`config.mk`:
```
export PLATFORM = sky130hd
export DESIGN_NAME = task_scheduler_with_channels
export DESIGN_NICKNAME = d
export VERILOG_FILES = /design/src/rtl/tsc_pkg.sv /design/src/rtl/task_scheduler_with_channels.sv /design/src/rtl/tsc_ram.sv /design/src/rtl/tsc_ctrl.sv /design/src/rtl/tsc_dp.sv
export SDC_FILE = /design/constraint.sdc
export NUM_CORES = 2
export LEC_CHECK = 0
export ABC_CLOCK_PERIOD_IN_PS = 19000
export BUFFER_PORTS_ARGS = -buffer_cell sky130_fd_sc_hd__buf_2
export CORE_MARGIN = 4
export CORE_UTILIZATION = 50
export CTS_BUF_LIST = sky130_fd_sc_hd__clkbuf_8
export DETAILED_ROUTE_END_ITERATION = 10
export MAX_ROUTING_LAYER = met4
export PLACE_DENSITY = 0.65
export SKIP_LAST_GASP = 1
export SYNTH_ARGS = -nofsm -noshare
export SYNTH_HDL_FRONTEND = slang
export SYNTH_HIERARCHICAL = 1
export SYNTH_SLANG_ARGS = --single-unit
```
`constraint.sdc`:
```
create_clock -name i_clk -period 19 [get_ports i_clk]
set_input_delay 2.85 -clock i_clk [delete_from_list [all_inputs] [get_ports i_clk]]
set_output_delay 2.85 -clock i_clk [all_outputs]
set_load 0.01 [all_outputs]
```
`src/rtl/tsc_pkg.sv`:
```
// Package for the task scheduler: types, codes and defaults.
// Used by task_scheduler_with_channels, tsc_ctrl and tsc_dp.
package tsc_pkg;

    localparam int SlotsDefault        = 16;
    localparam int ChannelsDefault     = 4;
    localparam int ChannelDepthDefault = 16;
    localparam int MessageWidthDefault = 32;
    localparam logic [4:0] CapReset    = 5'd16;

    typedef enum logic [2:0] {
        K_START    = 3'd0,
        K_DISPATCH = 3'd1,
        K_YIELD    = 3'd2,
        K_FINISH   = 3'd3,
        K_SEND     = 3'd4,
        K_RECEIVE  = 3'd5
    } t_kind;

    typedef enum logic [2:0] {
        S_OK        = 3'd0,
        S_NO_FREE   = 3'd1,
        S_EMPTY     = 3'd2,
        S_BLOCKED   = 3'd3,
        S_NO_RUN    = 3'd4
    } t_status;

    typedef enum logic [1:0] {
        ST_FREE    = 2'd0,
        ST_READY   = 2'd1,
        ST_RUNNING = 2'd2,
        ST_BLOCKED = 2'd3
    } t_slot_st;

    typedef enum logic [1:0] {
        F_IDLE = 2'd0,
        F_EXEC = 2'd1,
        F_OUT  = 2'd2
    } t_fsm;

    typedef struct packed {
        logic [2:0]  kind;
        logic [1:0]  channel;
        logic [31:0] message;
    } t_in;

    typedef struct packed {
        logic [2:0]  status;
        logic [3:0]  slot;
        logic [31:0] received;
        logic        woke_valid;
        logic [3:0]  woke_slot;
    } t_out;

    typedef struct packed {
        logic capture;
        logic exec;
    } t_cmd;

endpackage

```
`src/rtl/task_scheduler_with_channels.sv`:
```
// Task scheduler with bounded message channels: one result per event,
// each event passing through accept, execute with message RAM access and
// result register, plus output wait; a new event is taken only once the
// last result is accepted. Configuration writes are accepted at any cycle.
// Depends on tsc_pkg, tsc_ctrl, tsc_dp, tsc_ram.
module task_scheduler_with_channels
    import tsc_pkg::*;
#(
    parameter int SLOTS = SlotsDefault,
    parameter int CHANNELS = ChannelsDefault,
    parameter int CHANNEL_DEPTH = ChannelDepthDefault,
    parameter int MESSAGE_WIDTH = MessageWidthDefault
) (
    input  logic       i_clk,
    input  logic       i_rst_n,
    input  logic       i_in_valid,
    output logic       o_in_ready,
    input  t_in        i_in_data,
    output logic       o_out_valid,
    input  logic       i_out_ready,
    output t_out       o_out_data,
    input  logic       i_cfg_valid,
    output logic       o_cfg_ready,
    input  logic [4:0] i_cfg_data
);
    t_cmd cmd;

    assign o_cfg_ready = 1'b1;

    tsc_ctrl u_ctrl (
        .i_clk(i_clk), .i_rst_n(i_rst_n),
        .i_in_valid(i_in_valid), .o_in_ready(o_in_ready),
        .o_out_valid(o_out_valid), .i_out_ready(i_out_ready),
        .o_cmd(cmd)
    );

    tsc_dp #(
        .SLOTS(SLOTS), .CHANNELS(CHANNELS),
        .CHANNEL_DEPTH(CHANNEL_DEPTH), .MESSAGE_WIDTH(MESSAGE_WIDTH)
    ) u_dp (
        .i_clk(i_clk), .i_rst_n(i_rst_n),
        .i_cmd(cmd), .i_in(i_in_data),
        .i_cfg_we(i_cfg_valid), .i_cfg_data(i_cfg_data),
        .o_out(o_out_data)
    );
endmodule

```
`src/rtl/tsc_ram.sv`:
```
// Generic single-port RAM with registered read and read enable.
// No dependencies.
module tsc_ram #(
    parameter int WIDTH = 32,
    parameter int DEPTH = 64
) (
    input  logic                     i_clk,
    input  logic                     i_we,
    input  logic                     i_re,
    input  logic [$clog2(DEPTH)-1:0] i_addr,
    input  logic [WIDTH-1:0]         i_wdata,
    output logic [WIDTH-1:0]         o_rdata
);
    logic [WIDTH-1:0] r_mem [DEPTH];
    always_ff @(posedge i_clk) begin
        if (i_we) r_mem[i_addr] <= i_wdata;
        if (i_re) o_rdata <= r_mem[i_addr];
    end
endmodule

```
`src/rtl/tsc_ctrl.sv`:
```
// Controller: handshake sequencing IDLE -> EXEC -> OUT.
// Depends on tsc_pkg.
module tsc_ctrl
    import tsc_pkg::*;
(
    input  logic i_clk,
    input  logic i_rst_n,
    input  logic i_in_valid,
    output logic o_in_ready,
    output logic o_out_valid,
    input  logic i_out_ready,
    output t_cmd o_cmd
);
    t_fsm r_state, n_state;

    always_ff @(posedge i_clk) begin
        if (!i_rst_n) r_state <= F_IDLE;
        else          r_state <= n_state;
    end

    always_comb begin
        n_state     = r_state;
        o_in_ready  = 1'b0;
        o_out_valid = 1'b0;
        o_cmd       = '0;
        case (r_state)
            F_IDLE: begin
                o_in_ready = 1'b1;
                if (i_in_valid) begin
                    o_cmd.capture = 1'b1;
                    n_state = F_EXEC;
                end
            end
            F_EXEC: begin
                o_cmd.exec = 1'b1;
                n_state = F_OUT;
            end
            F_OUT: begin
                o_out_valid = 1'b1;
                if (i_out_ready) n_state = F_IDLE;
            end
            default: n_state = F_IDLE;
        endcase
    end
endmodule

```
`src/rtl/tsc_dp.sv`:
```
// Datapath: slot table, run queue, channel pointers, waiters, message RAM.
// Depends on tsc_pkg and tsc_ram.
module tsc_dp
    import tsc_pkg::*;
#(
    parameter int SLOTS = SlotsDefault,
    parameter int CHANNELS = ChannelsDefault,
    parameter int CHANNEL_DEPTH = ChannelDepthDefault,
    parameter int MESSAGE_WIDTH = MessageWidthDefault
) (
    input  logic       i_clk,
    input  logic       i_rst_n,
    input  t_cmd       i_cmd,
    input  t_in        i_in,
    input  logic       i_cfg_we,
    input  logic [4:0] i_cfg_data,
    output t_out       o_out
);
    localparam int SW = $clog2(SLOTS);
    localparam int CW = (CHANNELS > 1) ? $clog2(CHANNELS) : 1;
    localparam int PW = $clog2(CHANNEL_DEPTH);
    localparam int FW = PW + 1;
    localparam int AW = CW + PW;

    logic [4:0]  r_cap;
    t_slot_st    r_st [SLOTS];
    logic [SW-1:0] r_q [SLOTS];
    logic [SW-1:0] r_head, r_tail;
    logic [SW:0]   r_cnt;
    logic          r_run_v;
    logic [SW-1:0] r_run;
    logic [PW-1:0] r_rp [CHANNELS];
    logic [PW-1:0] r_wp [CHANNELS];
    logic [FW-1:0] r_fill [CHANNELS];
    logic          r_rwv [CHANNELS];
    logic [SW-1:0] r_rws [CHANNELS];
    logic          r_swv [CHANNELS];
    logic [SW-1:0] r_sws [CHANNELS];
    t_in           r_in;
    t_out          r_res;
    logic          r_rd;

    logic [CW-1:0] ch;
    logic [FW-1:0] capu;
    logic [FW-1:0] fill;
    logic [SW-1:0] freei;
    logic          freef;
    logic          is_send_ok, is_recv_ok, ram_we;
    logic [PW-1:0] ptr;
    logic [AW-1:0] addr;
    logic [MESSAGE_WIDTH-1:0] wdata, rdata;
    logic [MESSAGE_WIDTH-1:0] msg_src;

    // channel index wraps modulo CHANNELS; the field is only two bits wide
    always_comb begin
        logic [3:0] t;
        t = {2'b00, r_in.channel};
        for (int k = 0; k < 3; k++) begin
            if (int'(t) >= CHANNELS) t = t - 4'(CHANNELS);
        end
        ch = CW'(t);
    end

    always_comb begin
        if (r_cap == 5'd0) capu = FW'(1);
        else if (int'(r_cap) > CHANNEL_DEPTH) capu = FW'(CHANNEL_DEPTH);
        else capu = FW'(r_cap);
    end

    assign fill = r_fill[ch];

    always_comb begin
        freef = 1'b0;
        freei = '0;
        for (int i = SLOTS - 1; i >= 0; i--) begin
            if (r_st[i] == ST_FREE) begin
                freef = 1'b1;
                freei = SW'(i);
            end
        end
    end

    assign is_send_ok = t_kind'(r_in.kind) == K_SEND && r_run_v && fill < capu;
    assign is_recv_ok = t_kind'(r_in.kind) == K_RECEIVE && r_run_v && fill != '0;
    assign ptr = is_send_ok ? r_wp[ch] : r_rp[ch];
    assign ram_we = i_cmd.exec && is_send_ok;
    assign msg_src = MESSAGE_WIDTH'(r_in.message);
    assign wdata = msg_src;
    assign addr = AW'({ch, ptr});

    tsc_ram #(.WIDTH(MESSAGE_WIDTH), .DEPTH(2 ** AW)) u_ram (
        .i_clk  (i_clk),
        .i_we   (ram_we),
        .i_re   (i_cmd.exec),
        .i_addr (addr),
        .i_wdata(wdata),
        .o_rdata(rdata)
    );

    function automatic logic [PW-1:0] adv(input logic [PW-1:0] p, input logic [FW-1:0] c);
        logic [FW-1:0] n;
        n = FW'(p) + FW'(1);
        return (n >= c) ? '0 : n[PW-1:0];
    endfunction

    function automatic logic [SW-1:0] qinc(input logic [SW-1:0] p);
        return (p == SW'(SLOTS - 1)) ? '0 : p + SW'(1);
    endfunction

    always_ff @(posedge i_clk) begin
        if (i_cmd.capture) r_in <= i_in;
        if (i_cmd.exec) r_rd <= is_recv_ok;
    end

    // result; received comes from RAM, held there until the next exec
    always_comb begin
        o_out = r_res;
        if (r_rd) o_out.received = 32'(rdata);
    end

    always_ff @(posedge i_clk) begin
        logic [SW-1:0] cur, s;
        logic          wv;
        logic [SW-1:0] ws;
        logic [SW-1:0] tl;
        logic [SW:0]   cn;
        t_out          res;
        if (!i_rst_n) begin
            r_cap   <= CapReset;
            r_head  <= '0;
            r_tail  <= '0;
            r_cnt   <= '0;
            r_run_v <= 1'b0;
            r_run   <= '0;
            for (int i = 0; i < SLOTS; i++) r_st[i] <= ST_FREE;
            for (int c = 0; c < CHANNELS; c++) begin
                r_rp[c] <= '0; r_wp[c] <= '0; r_fill[c] <= '0;
                r_rwv[c] <= 1'b0; r_swv[c] <= 1'b0;
            end
        end else begin
            if (i_cfg_we) r_cap <= i_cfg_data;
            if (i_cmd.exec) begin
                cur = r_run;
                tl = r_tail;
                cn = r_cnt;
                wv = 1'b0;
                ws = '0;
                res = '0;
                if (r_in.kind >= K_YIELD && r_in.kind <= K_RECEIVE && !r_run_v) begin
                    res.status = S_NO_RUN;
                end else begin
                    case (t_kind'(r_in.kind))
                        K_START: begin
                            if (freef) begin
                                r_st[freei] <= ST_READY;
                                r_q[r_tail] <= freei;
                                r_tail <= qinc(r_tail);
                                r_cnt <= r_cnt + 1'b1;
                                res.slot = 4'(freei);
                            end else res.status = S_NO_FREE;
                        end
                        K_DISPATCH: begin
                            if (r_run_v) res.slot = 4'(cur);
                            else if (r_cnt == '0) res.status = S_EMPTY;
                            else begin
                                s = r_q[r_head];
                                r_head <= qinc(r_head);
                                r_cnt <= r_cnt - 1'b1;
                                r_st[s] <= ST_RUNNING;
                                r_run_v <= 1'b1;
                                r_run <= s;
                                res.slot = 4'(s);
                            end
                        end
                        K_YIELD: begin
                            r_st[cur] <= ST_READY;
                            r_q[r_tail] <= cur;
                            r_tail <= qinc(r_tail);
                            r_cnt <= r_cnt + 1'b1;
                            r_run_v <= 1'b0;
                            res.slot = 4'(cur);
                        end
                        K_FINISH: begin
                            r_st[cur] <= ST_FREE;
                            r_run_v <= 1'b0;
                            res.slot = 4'(cur);
                        end
                        K_SEND: begin
                            res.slot = 4'(cur);
                            if (!is_send_ok) begin
                                r_swv[ch] <= 1'b1;
                                r_sws[ch] <= cur;
                                r_st[cur] <= ST_BLOCKED;
                                r_run_v <= 1'b0;
                                res.status = S_BLOCKED;
                            end else begin
                                r_wp[ch] <= adv(r_wp[ch], capu);
                                r_fill[ch] <= fill + FW'(1);
                                if (r_rwv[ch]) begin
                                    r_rwv[ch] <= 1'b0;
                                    if (r_st[r_rws[ch]] == ST_BLOCKED) begin
                                        wv = 1'b1; ws = r_rws[ch];
                                    end
                                end
                            end
                        end
                        K_RECEIVE: begin
                            res.slot = 4'(cur);
                            if (!is_recv_ok) begin
                                r_rwv[ch] <= 1'b1;
                                r_rws[ch] <= cur;
                                r_st[cur] <= ST_BLOCKED;
                                r_run_v <= 1'b0;
                                res.status = S_BLOCKED;
                            end else begin
                                r_rp[ch] <= adv(r_rp[ch], capu);
                                r_fill[ch] <= fill - FW'(1);
                                if (r_swv[ch]) begin
                                    r_swv[ch] <= 1'b0;
                                    if (r_st[r_sws[ch]] == ST_BLOCKED) begin
                                        wv = 1'b1; ws = r_sws[ch];
                                    end
                                end
                            end
                        end
                        default: ;
                    endcase
                end
                if (wv) begin
                    r_st[ws] <= ST_READY;
                    r_q[tl] <= ws;
                    r_tail <= qinc(tl);
                    r_cnt <= cn + 1'b1;
                    res.woke_valid = 1'b1;
                    res.woke_slot = 4'(ws);
                end
                r_res <= res;
            end
        end
    end
endmodule
```
After elaboration in Yosys (flattened, before gate mapping)

Memory sizes are Yosys's and may differ from the RTL's. A register that Yosys moved wholly into a read port is not among the register bits.
Cells that the tools add are included.
W data, S select, Z words.

Memories kept: 10
Input port bits: 47
Register bits: 75
Output and inout bits: 47
Word-level logic and storage cells: 323
Memory bits (writable): 2,236

Order comparisons: 6
Equal/unequal tests: 19
Reduce and logical (&&, ||, !) cells: 49
Add/subtract/negate cells: 8
Bitwise gates (word level): 11
Mux-type cells: 205

Memories:

| memory           | words | bits a word | rd ports | clocked after Yosys merged registers in | write ports | RTL line      | text |
|---|---|---|---|---|---|---|---|
| u_dp.u_ram.r_mem | 64    | 32          | 1        | 1                                       | 1           | tsc_ram.sv:14 | `logic [WIDTH-1:0] r_mem [DEPTH];` |
| u_dp.r_q         | 16    | 4           | 1        | 1                                       | 1           | tsc_dp.sv:27  | `logic [SW-1:0] r_q [SLOTS];` |
| u_dp.r_st        | 16    | 2           | 18       | 0                                       | 16          | tsc_dp.sv:26  | `t_slot_st r_st [SLOTS];` |
| u_dp.r_fill      | 4     | 5           | 1        | 1                                       | 4           | tsc_dp.sv:34  | `logic [FW-1:0] r_fill [CHANNELS];` |
| u_dp.r_rp        | 4     | 4           | 1        | 1                                       | 4           | tsc_dp.sv:32  | `logic [PW-1:0] r_rp [CHANNELS];` |
| u_dp.r_rws       | 4     | 4           | 1        | 1                                       | 1           | tsc_dp.sv:36  | `logic [SW-1:0] r_rws [CHANNELS];` |
| +4 memories      | --    | --          | --       | --                                      | --          | --            |  |

Operators by type and width:

| operator              | count |
|---|---|
| $mux W4               | 46 |
| $mux W1               | 115 |
| $mux W5               | 10 |
| $mux W2               | 24 |
| $logic_not A2 Y1      | 17 |
| $mux W32              | 1 |
| $pmux W4 S2           | 2 |
| $pmux W5 S3           | 1 |
| $pmux W3 S4           | 1 |
| $pmux W4 S3           | 1 |
| $reduce_or A4 Y1      | 3 |
| $add A4 B1 Y5 const B | 2 |
| $add A5 B1 Y5 const B | 2 |
| $ge A5 B5 Y1          | 2 |
| $logic_not A5 Y1      | 2 |
| $ne A2 B2 Y1 const B  | 5 |
| $reduce_and A5 Y1     | 2 |
| $reduce_or A2 Y1      | 5 |
| $sub A5 B1 Y5 const B | 2 |
| $add A4 B1 Y4 const B | 2 |
| $eq A4 B4 Y1 const B  | 2 |
| $or A1 B1 Y1          | 8 |
| $reduce_bool A4 Y1    | 2 |
| $logic_and A1 B1 Y1   | 7 |
| other kinds (25)      | 34 |

Longest topological paths before layout

An unclocked memory read counts as a cell.

Depth in word-level cells: 29
Depth in mapped cells: 23
Mapped depth without buffers: 14

Modules after synthesis

The synthesis kept the hierarchy.

Modules (own cells, without submodules):

| module                       | instances | area an instance (um2) | cells an instance | sequential area each (um2) |
|---|---|---|---|---|
| tsc_ram                      | 1         | 79,248.5               | 4,239             | 62,459.9 |
| tsc_dp                       | 1         | 12,777.3               | 1,002             | 7,667.4 |
| tsc_ctrl                     | 1         | 92.6                   | 9                 | 40.0 |
| task_scheduler_with_channels | 1         | 11.3                   | 2                 | 0.0 |

Least setup slack after synthesis

Ideal clock, no wire load.

Kind: register to register
From: register (tool-made name)
To: memory u_dp.u_ram.r_mem[11][0] (enable)
Data required time: 18,579 ps
Path slack: 12,958 ps
Stages on the path, launching flop included: 20
Arrival time: 5,620 ps
Cell sequence: dfxtp_1 -> buf_6 -> buf_6 -> mux4_2 -> ha_1 -> a211oi_1 -> o21ai_0 -> or3_1 -> nand2b_1 -> clkbuf_1 -> mux2_2 -> buf_2 -> buf_2 -> buf_2 -> buf_2 -> buf_2 -> buf_2 -> nor2b_1 -> nand2_1 -> nor2_1

RTL lines:

| item          | RTL line |
|---|---|
| end, declared | tsc_ram.sv:14 |

==> flow_metrics.env <==
export IMPL_status="finished, final reports clean"
export IMPL_grt_util_met2_pct=40.8
export IMPL_post_cts_resize_count=0
export IMPL_cts_tree="built"
export IMPL_dp_hpwl_um=145000
export IMPL_fillCellCount=14119
export IMPL_htreeDepth=5
export IMPL_cts_root_buf="clkbuf_8"
export IMPL_slew_violations=0
export IMPL_die_width_um=437
export IMPL_multiInputGateArea_mm2=0.0209
export IMPL_antenna_found_initial=9
export IMPL_vias_per_cell=6.39
export IMPL_yosysWarnings=6
export IMPL_cp_common_cell="buf_4"
export IMPL_final_util_pct=56.0
export IMPL_cts_setup_buffers=0
export IMPL_core_mm2=0.183
export IMPL_dr_pass1_iters=6
export IMPL_ant_nets=0
export IMPL_crit_chain="buf_4, mux4_2, ha_1, a211oi_1, o21ai_0, or3_1, nand2b_1, mux2_8, buf_4, buf_4, buf_4, o22ai_1, o21ai_0, or4b_1, or4_1"
export IMPL_cpPeakStageDelay_ns=0.78
export IMPL_grt_pass1_wl_um=365000
export IMPL_clock_sinks=2349
export IMPL_worst_setup_path_end_kind="flop"
export IMPL_drt_iter0_drc=7354
export IMPL_clock_path_buffers=4
export IMPL_port_buffers=92
export IMPL_synth_fp_nets=5326
export IMPL_peakVddDrop_uv=58.2
export IMPL_cp_start_kind="flop"
export IMPL_hold_ws_ns=0.521
export IMPL_cp_arrival_ns=8.78
export IMPL_power_density_mw_per_mm2=104
export IMPL_yosysUniqueCellTypes=96
export IMPL_drive_above_1_share_pct=19.0
export IMPL_leakage_uw=0.0334
export IMPL_grt_util_met3_pct=5.42
export IMPL_clkTransAtPathRegs_ns=0.06
export IMPL_rsz0062_at_grt="false"
export IMPL_die_area_mm2=0.191
export IMPL_synthFlopType="edfxtp_1"
export IMPL_yosysSeqAreaShare_pct=76.2
export IMPL_fin_nets=5622
export IMPL_grt_total_usage_pct=26.8
export IMPL_synth_edff_count=2312
export IMPL_ys_ff_latch=2349
export IMPL_postSynth_asyncResetShare_pct=0
export IMPL_required_ns=19.80
export IMPL_syn_area_per_cell_um2=17.5
export IMPL_crit_fanout=52
export IMPL_fin_area_mm2=0.103
export IMPL_grt_max_degree=124
export IMPL_regArea_mm2=0.0702
export IMPL_initial_core_util_pct=50.3
export IMPL_clock_fmax_mhz=125
export IMPL_routedWlPerCell_um=30.6
export IMPL_period_needed_ns=7.98
export IMPL_slew_headroom_pct=8.74
export IMPL_maxCapViolCount=0
export IMPL_grt_pass1_vias=51277
export IMPL_grt_overflow_total=0
export IMPL_clock_skew_ns=0.0579
export IMPL_synth_area_mm2=0.0921
export IMPL_hold_buffers=0
export IMPL_critPathKind="flop to flop"
export IMPL_crit_buf_inv=4
export IMPL_area_growth_pct=11.3
export IMPL_power_uw=10700
export IMPL_rows=157
export IMPL_grtUsageMet1_pct=37.2
export IMPL_busiest_layer="met2"
export IMPL_slowest_stage="buf_4"
export IMPL_dpl_cell_area_mm2=0.0960
export IMPL_setup_tns_ns=0
export IMPL_drc=0
export IMPL_drt_total_wl_um=253000
export IMPL_gp_congestion=0.885
export IMPL_crit_family="buffers and inverters"
export IMPL_ios=94
export IMPL_hold_viol=0
export IMPL_min_delay_path_class="flop to flop"
export IMPL_numCtsBuffers=386
export IMPL_dieHeight_um=437
export IMPL_synthCells=5252
export IMPL_finalCritPeriodShare_pct=42.0
export IMPL_vias=52921
export IMPL_tightest_slew_ns=1.37
export IMPL_setup_viol=0
export IMPL_worstSkewPairLatency_ns=1.08
-- sequential cells by signal, summed over array words and instances, names as in the netlist, 3 cells and up, named ones only --
register            flops
u_dp/r_sws             16
u_dp/r_run              4
u_dp/r_st              32
u_dp/u_ram/o_rdata     32
u_dp/r_cap              5
u_dp/r_tail             4
u_dp/r_rp              16
u_dp/r_cnt              5
u_dp/r_rwv              4
u_dp/o_out             12
u_dp/r_swv              4
u_dp/r_head             4
u_dp/u_ram/r_mem     2048
u_dp/r_rws             16
u_dp/r_fill            20
u_dp/r_in               3
u_dp/msg_src           32
u_dp/r_wp              16
u_dp/r_q               64
-- path summary, 6_finish.rpt --
kind	start	end	cells after the start	slack, ns
max	flop	u_dp/u_ram/o_rdata[21]	15	11.02
max reg2reg	flop	u_dp/u_ram/o_rdata[21]	15	11.02
min reg2reg	u_dp/r_rwv[1]	u_dp/r_rwv[1]	2	0.52
min	u_dp/r_rwv[1]	u_dp/r_rwv[1]	2	0.52
-- metal layers --
layer / vias to the layer above / wire length, µm / share of wire, %
li1: 22073 / - / -
met1: 27368 / 101000 / 40
met2: 3062 / 119000 / 47
met3: 418 / 26300 / 10
met4: 0 / 6970 / 2.8
met5: - / 0 / 0
-- cells in the final DEF (no fill, tap or decap), types with 25 or more instances in the layout --
master,count
a21oi_1,149
a221oi_1,177
a22o_1,66
a22oi_1,190
a31oi_1,47
and2_1,46
and3_1,89
buf_2,97
buf_4,160
clkbuf_8,394
clkinv_1,83
clkinv_2,25
dfxtp_1,37
edfxtp_1,2312
ha_1,26
inv_1,176
mux2_2,152
mux2i_1,289
mux4_2,138
nand2_1,116
nand2b_1,37
nand3_1,60
nor2_1,158
nor2_4,68
nor3_1,60
o21ai_0,134
o22a_1,72
o22ai_1,108
-- cell families after synthesis --
logic type	Yosys count	share of synthesized area [%]
buffers and inverters	396	1.89
DFF	2349	76.2
and+or+nand+nor	771	4.31
muxes	584	8.44
AOI/OAI and AO/OA	1109	8.68
adders and majority gates	27	0.375
xor gates and xnor gates	15	0.143
other	1	0.00407
-- power breakdown --
part	switching [µW]	leakage, µW	internal [µW]
Clock	1920	0.00382	1930
Sequential	14.3	0.0212	5730
Combinational	725	0.00836	343
-- cells in the mapped netlist (11+ instances only) --
library cell     n  area share, %
mux2i_1        289            3.1
ha_1            26           0.35
o2bb2ai_1       16           0.15
a221oi_1       177            1.7
buf_2           95           0.52
a22oi_1        190            1.5
buf_4           11          0.090
dfxtp_1         37           0.80
a22o_1          66           0.63
mux2_2         155            1.9
clkbuf_1       202           0.82
nor3_1          63           0.34
nor2b_1         21           0.14
buf_1           35           0.14
and2_1          48           0.33
edfxtp_1      2312             75
nor4_1          18           0.12
nand3_1         61           0.33
a31oi_1         47           0.32
nor2_1         228           0.93
or4_1           16           0.13
nand2b_1        40           0.27
o22ai_1        108           0.73
a211oi_1        24           0.20
o21ai_0        134           0.73
a2111oi_0       15           0.14
a221o_1         16           0.17
a222oi_1        16           0.17
nand2_1        117           0.48
mux4_2         138            3.4
o22a_1          72           0.68
a21oi_1        149           0.81
inv_1           43           0.18
and3_1          89           0.60
or4b_1          14           0.15
-- area by class of cell --
type	count	share of cell area, %
Antenna cell	6	0.0146
Clock buffer	394	5.29
Sequential cell	2349	68.4
Clock inverter	253	1.05
Tap cell	2464	3.01
Inverter	44	0.168
Timing Repair Buffer	260	1.69
Multi-Input combinational cell	2507	20.4
-- worst min-delay path: stages (launching register included) --
cell and delay, ns:
dfxtp_1 0.34, o211ai_1 0.09, o21ai_0 0.07
-- through the flow --
step / setup slack, ns / std cells
after floorplan: 12.96 / 5252
after global placement: 10.59 / 7617
after detailed placement: 10.96 / 7623
after CTS: 10.99 / 8270
after global routing: 10.66 / 8273
final: 11.02 / 8277
(Power assumes the default switching activity.)
